File: config.mk
export PLATFORM = sky130hd
export DESIGN_NAME = x86_integer_alu_with_flags
export DESIGN_NICKNAME = d
export VERILOG_FILES = /design/src/rtl/core/xalu_pkg.sv /design/src/rtl/core/x86_integer_alu_with_flags.sv /design/src/rtl/core/xalu_exec.sv
export SDC_FILE = /design/constraint.sdc
export NUM_CORES = 1
export LEC_CHECK = 0
export BUFFER_PORTS_ARGS = -buffer_cell sky130_fd_sc_hd__buf_2
export CAP_MARGIN = 30
export CORE_MARGIN = 4
export CORE_UTILIZATION = 59
export CTS_CLUSTER_SIZE = 40
export DETAILED_ROUTE_END_ITERATION = 6
export PLACE_DENSITY = 0.81
export SLEW_MARGIN = 20
export SYNTH_ARGS = -nofsm -noshare
export SYNTH_HDL_FRONTEND = slang
export SYNTH_HIERARCHICAL = 1
export SYNTH_SLANG_ARGS = --single-unit
File: constraint.sdc
create_clock -name aclk -period 5.4 [get_ports aclk]
set_input_delay 0.27 -clock aclk [delete_from_list [all_inputs] [get_ports aclk]]
set_output_delay 0.27 -clock aclk [all_outputs]
set_load 0.03 [all_outputs]
File: src/rtl/core/xalu_pkg.sv
// Package for the x86 integer ALU: operation codes, flag and result types.
// No dependencies; imported by xalu_exec and x86_integer_alu_with_flags.
`default_nettype none

package xalu_pkg;

    // Operation codes carried in req_type
    typedef enum logic [3:0] {
        OP_ADD  = 4'd0,
        OP_OR   = 4'd1,
        OP_ADC  = 4'd2,
        OP_SBB  = 4'd3,
        OP_AND  = 4'd4,
        OP_SUB  = 4'd5,
        OP_XOR  = 4'd6,
        OP_CMP  = 4'd7,
        OP_TEST = 4'd8,
        OP_INC  = 4'd9,
        OP_DEC  = 4'd10
    } op_t;

    localparam int unsigned DATA_W = 16;

    // Input and output transfer payload widths
    localparam int unsigned S_TDATA_W = 40;
    localparam int unsigned M_TDATA_W = 24;

    // Nibble carry position
    localparam int unsigned AF_BIT = 4;

    // Arithmetic flags, CF in the lowest bit
    typedef struct packed {
        logic of;
        logic sf;
        logic zf;
        logic af;
        logic pf;
        logic cf;
    } flags_t;

    // One operation as held in the input stage
    typedef struct packed {
        logic [DATA_W-1:0] src_value;
        logic [DATA_W-1:0] dst_value;
        logic              wide;
        logic [3:0]        req_type;
    } alu_req_t;

    // One result as held in the output stage
    typedef struct packed {
        flags_t            flags;
        logic              write_back;
        logic [DATA_W-1:0] result;
    } alu_res_t;

endpackage

`default_nettype wire

File: src/rtl/core/x86_integer_alu_with_flags.sv
// Top level of the x86 integer ALU: stream ports, input and result stages, flags register.
// Depends on xalu_pkg and xalu_exec.
//
//  channel | dir | tdata fields (low bit up)
//  --------+-----+-------------------------------------------------------------
//  s_      | in  | req_type[3:0] wide[4] dst_value[20:5] src_value[36:21], 0-pad
//  m_      | out | result[15:0] write_back[16] cf[17] pf[18] af[19] zf[20]
//          |     | sf[21] of[22], 0-pad
//
// One operation per cycle sustained while m_tready stays high; an item passes through the
// input stage register and then the result stage register before m_tvalid rises.
// The flags register is the only loop: it is written as an item moves from the
// input stage to the result stage, and the next item reads it while in the input stage.
// aresetn (synchronous) clears both stage valids and the flags.
// A stall on m_tready holds the result stage; the input stage still takes one item.
`default_nettype none

module x86_integer_alu_with_flags (
    input  wire                               aclk,
    input  wire                               aresetn,
    input  wire                               s_tvalid,
    output logic                              s_tready,
    // req_type[3:0], wide[4], dst_value[20:5], src_value[36:21]
    input  wire  [xalu_pkg::S_TDATA_W-1:0]    s_tdata,
    output logic                              m_tvalid,
    input  wire                               m_tready,
    // result[15:0], write_back[16], carry[17], parity[18], aux[19],
    // zero[20], sign[21], overflow[22]
    output logic [xalu_pkg::M_TDATA_W-1:0]    m_tdata
);
    import xalu_pkg::*;

    logic     in_valid_reg;
    logic     in_valid_next;
    alu_req_t in_req_reg;
    logic     out_valid_reg;
    logic     out_valid_next;
    alu_res_t out_res_reg;
    flags_t   flags_reg;
    alu_res_t exec_res;
    logic     advance;
    logic     s_xfer;

    // Stage handshakes
    assign advance        = in_valid_reg && (!out_valid_reg || m_tready);
    assign s_tready       = !in_valid_reg || advance;
    assign s_xfer         = s_tvalid && s_tready;
    assign in_valid_next  = s_xfer ? 1'b1 : (advance ? 1'b0 : in_valid_reg);
    assign out_valid_next = advance ? 1'b1 : ((m_tready) ? 1'b0 : out_valid_reg);

    // Control state
    always_ff @(posedge aclk) begin
        if (!aresetn) begin
            in_valid_reg  <= 1'b0;
            out_valid_reg <= 1'b0;
            flags_reg     <= '0;
        end else begin
            in_valid_reg  <= in_valid_next;
            out_valid_reg <= out_valid_next;
            if (advance) begin
                flags_reg <= exec_res.flags;
            end
        end
    end

    // Payload stages
    always_ff @(posedge aclk) begin
        if (s_xfer) begin
            in_req_reg <= alu_req_t'(s_tdata[$bits(alu_req_t)-1:0]);
        end
        if (advance) begin
            out_res_reg <= exec_res;
        end
    end

    xalu_exec u_exec (
        .req      (in_req_reg),
        .flags_in (flags_reg),
        .res      (exec_res)
    );

    assign m_tvalid = out_valid_reg;
    assign m_tdata  = {{(M_TDATA_W - $bits(alu_res_t)){1'b0}}, out_res_reg};

endmodule

`default_nettype wire

File: src/rtl/core/xalu_exec.sv
// Combinational ALU datapath: add/sub/logic result and 8086 flag generation.
// Depends on xalu_pkg.
`default_nettype none

module xalu_exec (
    input  xalu_pkg::alu_req_t req,
    input  xalu_pkg::flags_t   flags_in,
    output xalu_pkg::alu_res_t res
);
    import xalu_pkg::*;

    logic [DATA_W-1:0] mask;
    logic [DATA_W-1:0] sign;
    logic [DATA_W-1:0] a;
    logic [DATA_W-1:0] b;
    logic              cin;
    logic [DATA_W:0]   sum;
    logic [DATA_W:0]   diff;
    logic [DATA_W-1:0] add_res;
    logic [DATA_W-1:0] sub_res;
    logic              add_cf;
    logic              sub_cf;
    logic              is_incdec;
    logic [DATA_W-1:0] r;
    logic              arith;
    logic              logic_op;
    logic              cf;
    logic              af;
    logic              of;
    logic              wb;
    flags_t            fl;

    // Operand size selection
    assign mask      = req.wide ? 16'hFFFF : 16'h00FF;
    assign sign      = req.wide ? 16'h8000 : 16'h0080;
    assign is_incdec = (req.req_type == OP_INC) || (req.req_type == OP_DEC);
    assign a         = req.dst_value & mask;
    assign b         = is_incdec ? 16'h0001 : (req.src_value & mask);

    // Carry-in only for ADC/SBB
    assign cin = ((req.req_type == OP_ADC) || (req.req_type == OP_SBB)) ? flags_in.cf : 1'b0;

    // Shared adder and subtractor, carry taken at the operand size
    assign sum     = {1'b0, a} + {1'b0, b} + {{DATA_W{1'b0}}, cin};
    assign diff    = {1'b0, a} - {1'b0, b} - {{DATA_W{1'b0}}, cin};
    assign add_res = sum[DATA_W-1:0] & mask;
    assign sub_res = diff[DATA_W-1:0] & mask;
    assign add_cf  = req.wide ? sum[DATA_W]  : sum[8];
    assign sub_cf  = req.wide ? diff[DATA_W] : diff[8];

    // Operation select
    always_comb begin
        r        = a;
        arith    = 1'b0;
        logic_op = 1'b0;
        cf       = 1'b0;
        af       = 1'b0;
        of       = 1'b0;
        wb       = 1'b0;
        case (req.req_type)
            OP_ADD, OP_ADC, OP_INC: begin
                r     = add_res;
                cf    = add_cf;
                af    = (a[AF_BIT] ^ b[AF_BIT] ^ add_res[AF_BIT]);
                of    = |((a ^ add_res) & (b ^ add_res) & sign);
                arith = 1'b1;
                wb    = 1'b1;
            end
            OP_SBB, OP_SUB, OP_CMP, OP_DEC: begin
                r     = sub_res;
                cf    = sub_cf;
                af    = (a[AF_BIT] ^ b[AF_BIT] ^ sub_res[AF_BIT]);
                of    = |((a ^ b) & (a ^ sub_res) & sign);
                arith = 1'b1;
                wb    = (req.req_type != OP_CMP);
            end
            OP_OR: begin
                r        = a | b;
                logic_op = 1'b1;
                wb       = 1'b1;
            end
            OP_AND, OP_TEST: begin
                r        = a & b;
                logic_op = 1'b1;
                wb       = (req.req_type != OP_TEST);
            end
            OP_XOR: begin
                r        = a ^ b;
                logic_op = 1'b1;
                wb       = 1'b1;
            end
            default: begin
                r = a;
            end
        endcase
    end

    // Flag update; unused codes keep all flags
    always_comb begin
        fl = flags_in;
        if (arith || logic_op) begin
            fl.pf = ~(^r[7:0]);
            fl.zf = (r == '0);
            fl.sf = |(r & sign);
            if (logic_op) begin
                fl.cf = 1'b0;
                fl.of = 1'b0;
                fl.af = flags_in.af;
            end else begin
                fl.cf = is_incdec ? flags_in.cf : cf;
                fl.af = af;
                fl.of = of;
            end
        end
    end

    assign res.result     = r;
    assign res.write_back = wb;
    assign res.flags      = fl;

endmodule

`default_nettype wire

==> run_results.csv, run 1 <==
group,metric,value,unit
status,outcome,"complete, no violations",
timing,fin_setup_tns,0,ns
synth,synth_area_leaders,"edfxtp_1 32%, ha_1 15%, inv_1 4.4%",
critical_path,r2r_cells,20,
synth,yosysTopAreaCellShare,32.3,%
timing,setup_ws,0.324,ns
routing,ant_nets,0,
layout,fin_util,67.6,%
routing,drt_wl_total,15300,um
global_route,antenna_found_initial,0,
timing,setup-violations-final,0,
placement,dp_cells,772,
synth,synth_cell_type_count,71,
routing,drc,0,
clock_network,cts_tree,"yes",
placement,dp_hpwl,11400,um
global_route,grt_first_pass_wirelength,23800,um
timing,whs,0.0763,ns
synth,yosysWarnings,6,
critical_path,worstSetupPathType,"reg2reg",
clock_network,htreeDepth,3,
clock_network,cts_setup_buffers,0,
layout,seq_area,1960,um2
power,total_power,1.65,mW
floorplan,die_h,105,um
timing,clock_skew,0.0111,ns
layout,nFillCells,741,
layout,area_growth,11.6,%
layout,drive_above_1_share,15.8,%
synth,synth_fp_nets,724,
flow_run,maxCapViolations,0,
timing,fmax,197,MHz
routing,dr.pass1.iters,5,
placement,dp_slack,0.397,ns
layout,layout.nets,787,
critical_path,cp.required,5.68,ns
synth,synth_edf_count,60,
synth,synth-seq-cells,68,
clock_network,cts.sinks,68,
placement,gp_congestion,1.02,
floorplan,start_util,60.6,%
global_route,grt_overflow,0,
routing,viasPerCell,6.18,
layout,design_area,6220,um2
clock_network,cts_buffers,9,
clock_network,clock_latency,0.36,ns
global_route,grt_start_max_net_pins,38,
clock_network,cts_resized,0,
layout,n_antenna_cell,0,
critical_path,path_max_fanout,5,
power,vdd_drop_max,173,uV
timing,worst_pin_slew,0.834,ns
clock_network,clk_pin_slew,0.08,ns
clock_network,hold_buffers,0,
synth,ys.flop_type,"edfxtp_1",
routing,wire_per_inst,19.4,um
power,p_leak,2.74,nW
power,power.density,266,nW/um2
synth,synth_seq_area_share,35.2,%
routing,vias,4880,
synth,synthArstFlopShare,0,%
floorplan,die_w,105,um
global_route,grt_pass1_vias,4552,
clock_network,cts.path.max_buffers,2,
worst_hold_path,hold_path_class,"in2reg",
critical_path,start_kind,"register",
global_route,grtUsageTotal,28.0,%
synth,syn_area,5570,um2
synth,synth.avg_cell_area,9.12,um2
floorplan,top_level_ports,70,
placement,portBuffers,65,
worst_hold_path,whs_path_depth,1,
layout,fin_cells,790,
floorplan,die_area,11100,um2
layout,multiInputGateArea,3230,um2
layout,largest_reg_flops,37,
timing,rsz0062_at_grt,"false",
timing,finalCritPeriodShare,94.0,%
floorplan,fp.coreArea,9200,um2
clock_network,clock-root-buffer,"clkbuf_8",
synth,syn_inst,611,
timing,slew_viol_final,0,
timing,hold_violations,0,
timing,fin_crit,5.08,ns
floorplan,std_cell_rows,35,
synth,yosys.area.top_type,"edfxtp_1",
critical_path,end_kind,"register",
critical_path,arrival,5.36,ns
placement,postPlaceCellArea,5990,um2
timing,slew_headroom,44.3,%
routing,drt_iter0_markers,473,
[logic make-up (layout without fill, tap and decap cells)]
family	after synthesis	count (layout)	share of synthesized area [%]
AOI/OAI and AO/OA	175	175	21.2
and+or+nand+nor	169	169	14.8
buffers and inverters	93	161	6.98
adders and majority gates	69	69	15.9
DFF	68	68	35.2
xor gates and xnor gates	27	27	4.24
muxes	9	9	1.62
other	1	1	0.0673
[routing by layer]
metal / global-route usage (%) / wire [um] / vias up
met5: 0 / 0 / -
met3: 6.73 / 1250 / 28
li1: - / - / 2323
met4: 11.8 / 318 / 0
met1: 37.8 / 6740 / 2285
met2: 42.9 / 7030 / 244
[layout make-up]
cell class / count / share of cell area [%]
clock inverters: 5 / 0.966
clock buffers: 11 / 2.27
flip-flops and latches: 68 / 31.5
multi-input cells: 450 / 52.0
well taps: 111 / 2.23
inverters: 67 / 4.04
repair buffers: 78 / 6.98
[where the power goes]
part           total [mW]  internal, mW  switching [mW]
registers           0.633         0.618          0.0150
logic               0.588         0.225           0.363
clock network       0.431         0.227           0.203
[worst max-delay path: stages, from the launching register on]
cell	delay, ns
edfxtp_1	0.45
nand2b_1	0.21
nand2b_1	0.19
nor2b_1	0.20
fa_1	0.55
inv_1	0.07
ha_1	0.18
o21ai_0	0.31
o2bb2ai_2	0.22
o21ai_2	0.10
xor2_1	0.17
a221oi_1	0.28
o31ai_1	0.14
a21oi_1	0.21
ha_1	0.18
nand4_1	0.16
a2111oi_2	0.39
or4b_1	0.49
o31ai_2	0.28
nand2_1	0.09
mux2i_1	0.14
[cell usage after synthesis, types with 6 or more instances]
| master | count |
|---|---|
| a211oi_1 | 6 |
| a21o_1 | 8 |
| a21oi_1 | 47 |
| a32oi_1 | 6 |
| and2_1 | 8 |
| and3_1 | 7 |
| clkbuf_1 | 18 |
| dfxtp_1 | 8 |
| edfxtp_1 | 60 |
| ha_1 | 66 |
| inv_1 | 66 |
| mux2i_1 | 9 |
| nand2_1 | 57 |
| nand2b_1 | 10 |
| nand3_1 | 8 |
| nor2_1 | 40 |
| nor2b_1 | 7 |
| nor3_1 | 9 |
| o211ai_1 | 13 |
| o21a_1 | 8 |
| o21ai_0 | 30 |
| o21ai_1 | 6 |
| xnor2_1 | 17 |
| xor2_1 | 10 |
[cells in the final DEF (no fill, tap or decap), drive strengths merged, types with 6 or more instances in the layout]
cell type	synthesis	layout
mux2i	9	9
xor2	10	10
nor2b	9	9
ha	66	66
and3	7	7
buf	8	77
nor3	9	9
a32oi	6	6
clkbuf	18	12
o21a	8	8
a21oi	49	49
nand2	57	57
a21o	8	8
edfxtp	60	60
inv	67	68
a211oi	6	6
o211ai	13	13
xnor2	17	17
nand3	8	8
nand2b	10	10
dfxtp	8	8
o21ai	37	37
and2	8	8
nor2	40	40
[path summary, 6_finish.rpt]
path	start	endpoint	slack (ns)
max	in_req_reg[2]	flags_reg[3]	0.32
min	s_tdata[35]	in_req_reg[35]	0.08
max reg2reg	in_req_reg[2]	flags_reg[3]	0.32
min reg2reg	flags_reg[5]	flags_reg[5]	0.47
(Power assumes the default switching activity.)
==> inputs of run 2 (changes only) <==
- CORE_UTILIZATION: 59 -> 60
- PLACE_DENSITY: 0.81 -> 0.82
- RECOVER_POWER: unset -> 50
- clock period: 5.4 -> 5.9 ns (I/O delays scaled with it)
==> run 2 against run 1 <==
Net effect: the flow now finishes with violations (capacitance limit, slew limit); clock power decreased by 20%; clock skew increased by 0.0023 ns; maximum frequency decreased by 6.3%; critical path type unchanged; highest routed layer unchanged.
==> run_results.csv, run 2 (synthesis results as in run 1) <==
group,metric,value,unit
timing,fmax,185,MHz
timing,fin_setup_tns,0,ns
routing,dr.pass1.iters,6,
power,total_power,1.46,mW
status,outcome,"finished with violations",
clock_network,cts_resized,0,
routing,drc,0,
clock_network,hold_buffers,0,
routing,drt_iter0_markers,588,
floorplan,start_util,62.7,%
critical_path,end_kind,"register",
routing,wire_per_inst,19.4,um
clock_network,cts_setup_buffers,0,
placement,portBuffers,65,
floorplan,top_level_ports,70,
timing,finalCritPeriodShare,91.8,%
timing,slew_viol_final,30,
routing,ant_nets,0,
clock_network,cts_tree,"yes",
timing,hold_violations,0,
timing,rsz0062_at_grt,"false",
global_route,grt_first_pass_wirelength,23500,um
worst_hold_path,whs_path_depth,1,
routing,drt_wl_total,15200,um
timing,slew_headroom,-2.02,%
clock_network,cts.sinks,68,
layout,drive_above_1_share,11.1,%
floorplan,die_area,10900,um2
worst_hold_path,hold_path_class,"in2reg",
critical_path,arrival,5.68,ns
clock_network,clk_pin_slew,0.08,ns
critical_path,cp.required,6.16,ns
placement,dp_hpwl,11100,um
clock_network,clock-root-buffer,"clkbuf_8",
global_route,grt_overflow,0,
routing,vias,4922,
clock_network,cts_buffers,9,
floorplan,die_w,104,um
layout,final_cell_mix,"66 x inv_1, 66 x ha_1, 60 x edfxtp_1",
critical_path,start_kind,"register",
critical_path,timing.rr.end,"flags_reg[3]",
global_route,grtUsageTotal,27.5,%
critical_path,path_max_fanout,17,
clock_network,clock_latency,0.35,ns
critical_path,r2r_slack,0.48,ns
critical_path,r2r_cells,20,
placement,gp_congestion,0.961,
worst_hold_path,holdCritStartpoint,"s_tdata[3]",
global_route,grt_pass1_vias,4564,
floorplan,fp.coreArea,8890,um2
critical_path,rr_startpoint,"in_req_reg[2]",
floorplan,std_cell_rows,34,
layout,n_antenna_cell,0,
global_route,grt_start_max_net_pins,38,
critical_path,worstSetupPathType,"reg2reg",
clock_network,htreeDepth,3,
worst_hold_path,min_delay_worst_endpoint,"in_req_reg[3]",
timing,worst_pin_slew,1.53,ns
layout,nFillCells,731,
timing,setup-violations-final,0,
status,failed_checks,"capacitance limit, slew limit",
global_route,antenna_found_initial,0,
routing,viasPerCell,6.29,
floorplan,die_h,104,um
layout,largest_reg_flops,37,
layout,area_growth,9.68,%
timing,fin_crit,5.42,ns
clock_network,cts.path.max_buffers,2,
power,vdd_drop_max,156,uV
power,power.density,238,nW/um2
power,p_leak,2.63,nW
layout,fin_util,68.7,%
timing,clock_skew,0.0133,ns
flow_run,maxCapViolations,1,
layout,layout.nets,783,
==> run 2: metrics by stage <==
stage | cells | hold WS (ns) | setup slack [ns] | instance area, um2
floorplan | 611 | 0.394 | 1.00 | 5570
global placement | 765 | 0.443 | 0.867 | 5960
detailed placement | 765 | 0.461 | 0.670 | 5960
CTS | 781 | 0.106 | 0.614 | 6130
global route | 783 | 0.0939 | 0.216 | 6110
finish | 783 | 0.115 | 0.483 | 6110
==> run 2: metal layers <==
metal / wire, um / global-route usage (%) / share of wire [%] / vias to the layer above
met5: 0 / 0 / 0 / -
met4: 364 / 10.3 / 2.4 / 0
met3: 1370 / 5.40 / 9.0 / 35
met2: 6880 / 43.9 / 45 / 288
met1: 6610 / 37.0 / 43 / 2288
li1: - / - / - / 2311
==> run 2: cell type report <==
class                      instances  area [um2]  share of cell area, %
clock buffer                      12         145                   2.37
clock inverter                     4        25.0                  0.409
inverter                          67         251                   4.11
multi-input combinational        450        3220                   52.7
sequential                        68        1960                   32.1
tap                              108         135                   2.21
timing repair buffer              74         372                   6.08
==> run 2: worst max-delay path by stage <==
stage / from / to / slack [ns] / depth (start not counted)
2_1_floorplan: in_req_reg[0] / flags_reg[3] / 1.00 / 22
3_3_place_gp: in_req_reg[2] / flags_reg[3] / 0.87 / 20
3_5_place_dp: in_req_reg[2] / flags_reg[3] / 0.67 / 20
4_1_cts: in_req_reg[2] / flags_reg[3] / 0.61 / 20
5_1_grt: in_req_reg[2] / flags_reg[3] / 0.22 / 19
6_report: in_req_reg[2] / flags_reg[3] / 0.48 / 20
==> run 2: report_power, final <==
part / total [mW] / internal, mW / switching (mW) / leakage (nW)
sequential: 0.582 / 0.566 / 0.0159 / 0.643
clock: 0.343 / 0.163 / 0.180 / 0.0824
combinational: 0.531 / 0.199 / 0.332 / 1.90
total: 1.46 / 0.928 / 0.527 / 2.63
==> run 2: worst max-delay path, stage by stage (launching register included) <==
cell and delay [ns]:
edfxtp_1 0.72, nand2b_1 0.22, nand2b_1 0.13, buf_4 0.24
nand2_1 0.11, ha_1 0.38, ha_1 0.39, o21a_1 0.22
o2bb2ai_2 0.24, o21ai_2 0.10, xor2_1 0.18, a221oi_1 0.34
o31ai_1 0.16, a21oi_1 0.22, ha_1 0.19, nand4_1 0.17
a2111oi_2 0.37, or4b_1 0.48, o31ai_2 0.27, nand2_1 0.08
mux2i_1 0.13
==> inputs of run 3 (changes only) <==
- ABC_AREA: unset -> 1
==> run 3 against run 2 <==
Net effect: the run now ends clean; sequential share of layout area shrank 2.0 points; routed wire length grew 5.9%; clock skew shrank 0.0080 ns; critical path depth grew 6; register-to-register slack lost 0.11 ns; final area grew 6.7%; utilization grew 0.84 points; die area grew 5.1%; final cell count grew 28%; sequential power grew 0.9%; critical path type unchanged; critical endpoint is now flags_reg[1]; largest cell class unchanged; highest routed layer unchanged.
==> run_results.csv, run 3 <==
group,metric,value,unit
synth,synth_top_family_by_area,"simple AND/OR/NAND/NOR gates",
routing,drc,0,
worst_hold_path,min_delay_worst_endpoint,"in_req_reg[31]",
clock_network,clock-root-buffer,"clkbuf_8",
power,vdd_drop_max,188,uV
synth,synth_cell_type_count,44,
layout,largest_reg_flops,37,
layout,area_growth,10.9,%
routing,drt_wl_total,16100,um
synth,synth-seq-cells,68,
synth,synth_most_common_cell,"nand2_1",
layout,drive_above_1_share,10.6,%
status,outcome,"complete, no violations",
synth,synthTopCellsByCount,"228 x nand2_1, 145 x inv_1, 66 x ha_1, 62 x nand3_1, 60 x edfxtp_1",
timing,rsz0062_at_grt,"false",
floorplan,die_h,107,um
critical_path,rr_startpoint,"in_req_reg[3]",
routing,wire_per_inst,16.1,um
placement,portBuffers,65,
floorplan,fp.coreArea,9370,um2
global_route,grt_start_max_net_pins,38,
power,total_power,1.65,mW
timing,hold_violations,0,
synth,syn_inst,798,
layout,layout.nets,979,
global_route,antenna_found_initial,0,
power,p_leak,3.37,nW
synth,synthArstFlopShare,0,%
clock_network,hold_buffers,0,
critical_path,arrival,5.83,ns
timing,slew_viol_final,0,
routing,vias,5635,
clock_network,cts.sinks,68,
synth,synth_compound_area_share,9.74,%
placement,dp_slack,0.781,ns
timing,slew_headroom,8.30,%
critical_path,r2r_slack,0.37,ns
flow_run,maxCapViolations,0,
critical_path,worstSetupPathType,"reg2reg",
clock_network,cts_setup_buffers,0,
synth,synth_area_leaders,"edfxtp_1 31%, nand2_1 15%, ha_1 14%",
timing,setup-violations-final,0,
synth,synth.avg_cell_area,7.37,um2
critical_path,r2r_cells,26,
floorplan,std_cell_rows,35,
synth,ys.flop_type,"edfxtp_1",
synth,yosys.area_share.simple,29.1,%
timing,fmax,181,MHz
routing,drt_iter0_markers,584,
global_route,grt_first_pass_wirelength,25700,um
placement,gp_congestion,1.03,
clock_network,cts_buffers,9,
routing,ant_nets,0,
global_route,grt_pass1_vias,5366,
floorplan,die_w,107,um
timing,worst_pin_slew,1.38,ns
timing,fin_setup_tns,0,ns
layout,fin_cells,1000,
layout,n_antenna_cell,0,
synth,yosysWarnings,6,
critical_path,start_kind,"register",
critical_path,cp_slowest_stage_delay,0.49,ns
synth,synth_fp_nets,911,
synth,yosysTopAreaCellShare,30.6,%
routing,viasPerCell,5.64,
synth,synth_fa_ha_area_share,15.1,%
critical_path,cp.required,6.20,ns
layout,final_cell_mix,"228 x nand2_1, 145 x inv_1, 66 x ha_1",
synth,syn_area,5880,um2
power,power.density,254,nW/um2
synth,synth_edf_count,60,
floorplan,top_level_ports,70,
synth,synth-xor-area-share,1.34,%
floorplan,die_area,11500,um2
timing,finalCritPeriodShare,93.7,%
worst_hold_path,holdCritStartpoint,"s_tdata[31]",
placement,dp_cells,984,
timing,setup_ws,0.373,ns
placement,dp_hpwl,12600,um
floorplan,start_util,62.8,%
clock_network,cts.path.max_buffers,2,
clock_network,clock_latency,0.36,ns
critical_path,end_kind,"register",
critical_path,slowest_stage,"edfxtp_1",
clock_network,cts_resized,0,
worst_hold_path,hold_path_class,"in2reg",
synth,synth.area.mux_share,0,%
clock_network,clk_pin_slew,0.08,ns
worst_hold_path,whs_path_depth,1,
timing,clock_skew,0.00529,ns
timing,fin_crit,5.53,ns
layout,final_common_cell,"nand2_1",
layout,nFillCells,831,
routing,dr.pass1.iters,6,
synth,synth_seq_area_share,33.4,%
global_route,grt_overflow,0,
global_route,grtUsageTotal,29.3,%
critical_path,path_max_fanout,9,
critical_path,timing.rr.end,"flags_reg[1]",
clock_network,cts_tree,"yes",
clock_network,htreeDepth,3,
synth,yosys.area.top_type,"edfxtp_1",
==> run 3: worst max path at each step <==
| stage | start | end |
|---|---|---|
| floorplan | in_req_reg[3] | flags_reg[1] |
| global placement | in_req_reg[3] | flags_reg[1] |
| detailed placement | in_req_reg[3] | flags_reg[1] |
| CTS | in_req_reg[3] | flags_reg[1] |
| global route | in_req_reg[3] | flags_reg[1] |
| finish | in_req_reg[3] | flags_reg[1] |
==> run 3: kinds of logic after synthesis <==
| kind of cell | Yosys count |
|---|---|
| compound gates | 99 |
| other cells | 1 |
| flops | 68 |
| simple gates | 386 |
| buf+inv | 166 |
| xor+xnor | 9 |
| fa+ha+maj | 69 |
==> run 3: layout make-up <==
class / count / area [um2] / area share (%)
sequential: 68 / 1960 / 30.1
inverter: 154 / 578 / 8.86
multi-input combinational: 564 / 3250 / 49.8
clock buffer: 10 / 138 / 2.11
tap: 129 / 161 / 2.48
timing repair buffer: 69 / 320 / 4.91
clock inverter: 6 / 111 / 1.71
==> run 3: power by group <==
part	switching [mW]	internal (mW)
Combinational	0.398	0.192
Clock	0.185	0.292
Sequential	0.0184	0.569
==> run 3: metrics by stage <==
step	cell area (um2)	utilization [%]	hold slack, ns
global route	6520	69.6	0.0827
floorplan	5880	-	0.394
CTS	6560	70.0	0.0864
finish	6520	69.6	0.101
detailed placement	6310	67.3	0.473
global placement	6310	67.3	0.465
==> run 3: layer usage <==
layer,up-vias,track usage [%],share of wire (%)
met5,-,0,0
met4,0,11.6,2.3
met1,2585,39.3,42
met3,40,5.54,10
met2,307,47.0,45
li1,2703,-,-
==> run 3: critical path: cells and delay by family (launching register included) <==
family                     cells  cell delay (ns)
and+or+nand+nor               10             1.77
AOI/OAI and AO/OA              6             1.47
xor gates and xnor gates       3             0.44
DFF                            1             0.49
buffers and inverters          4             0.41
adders and majority gates      3             0.87
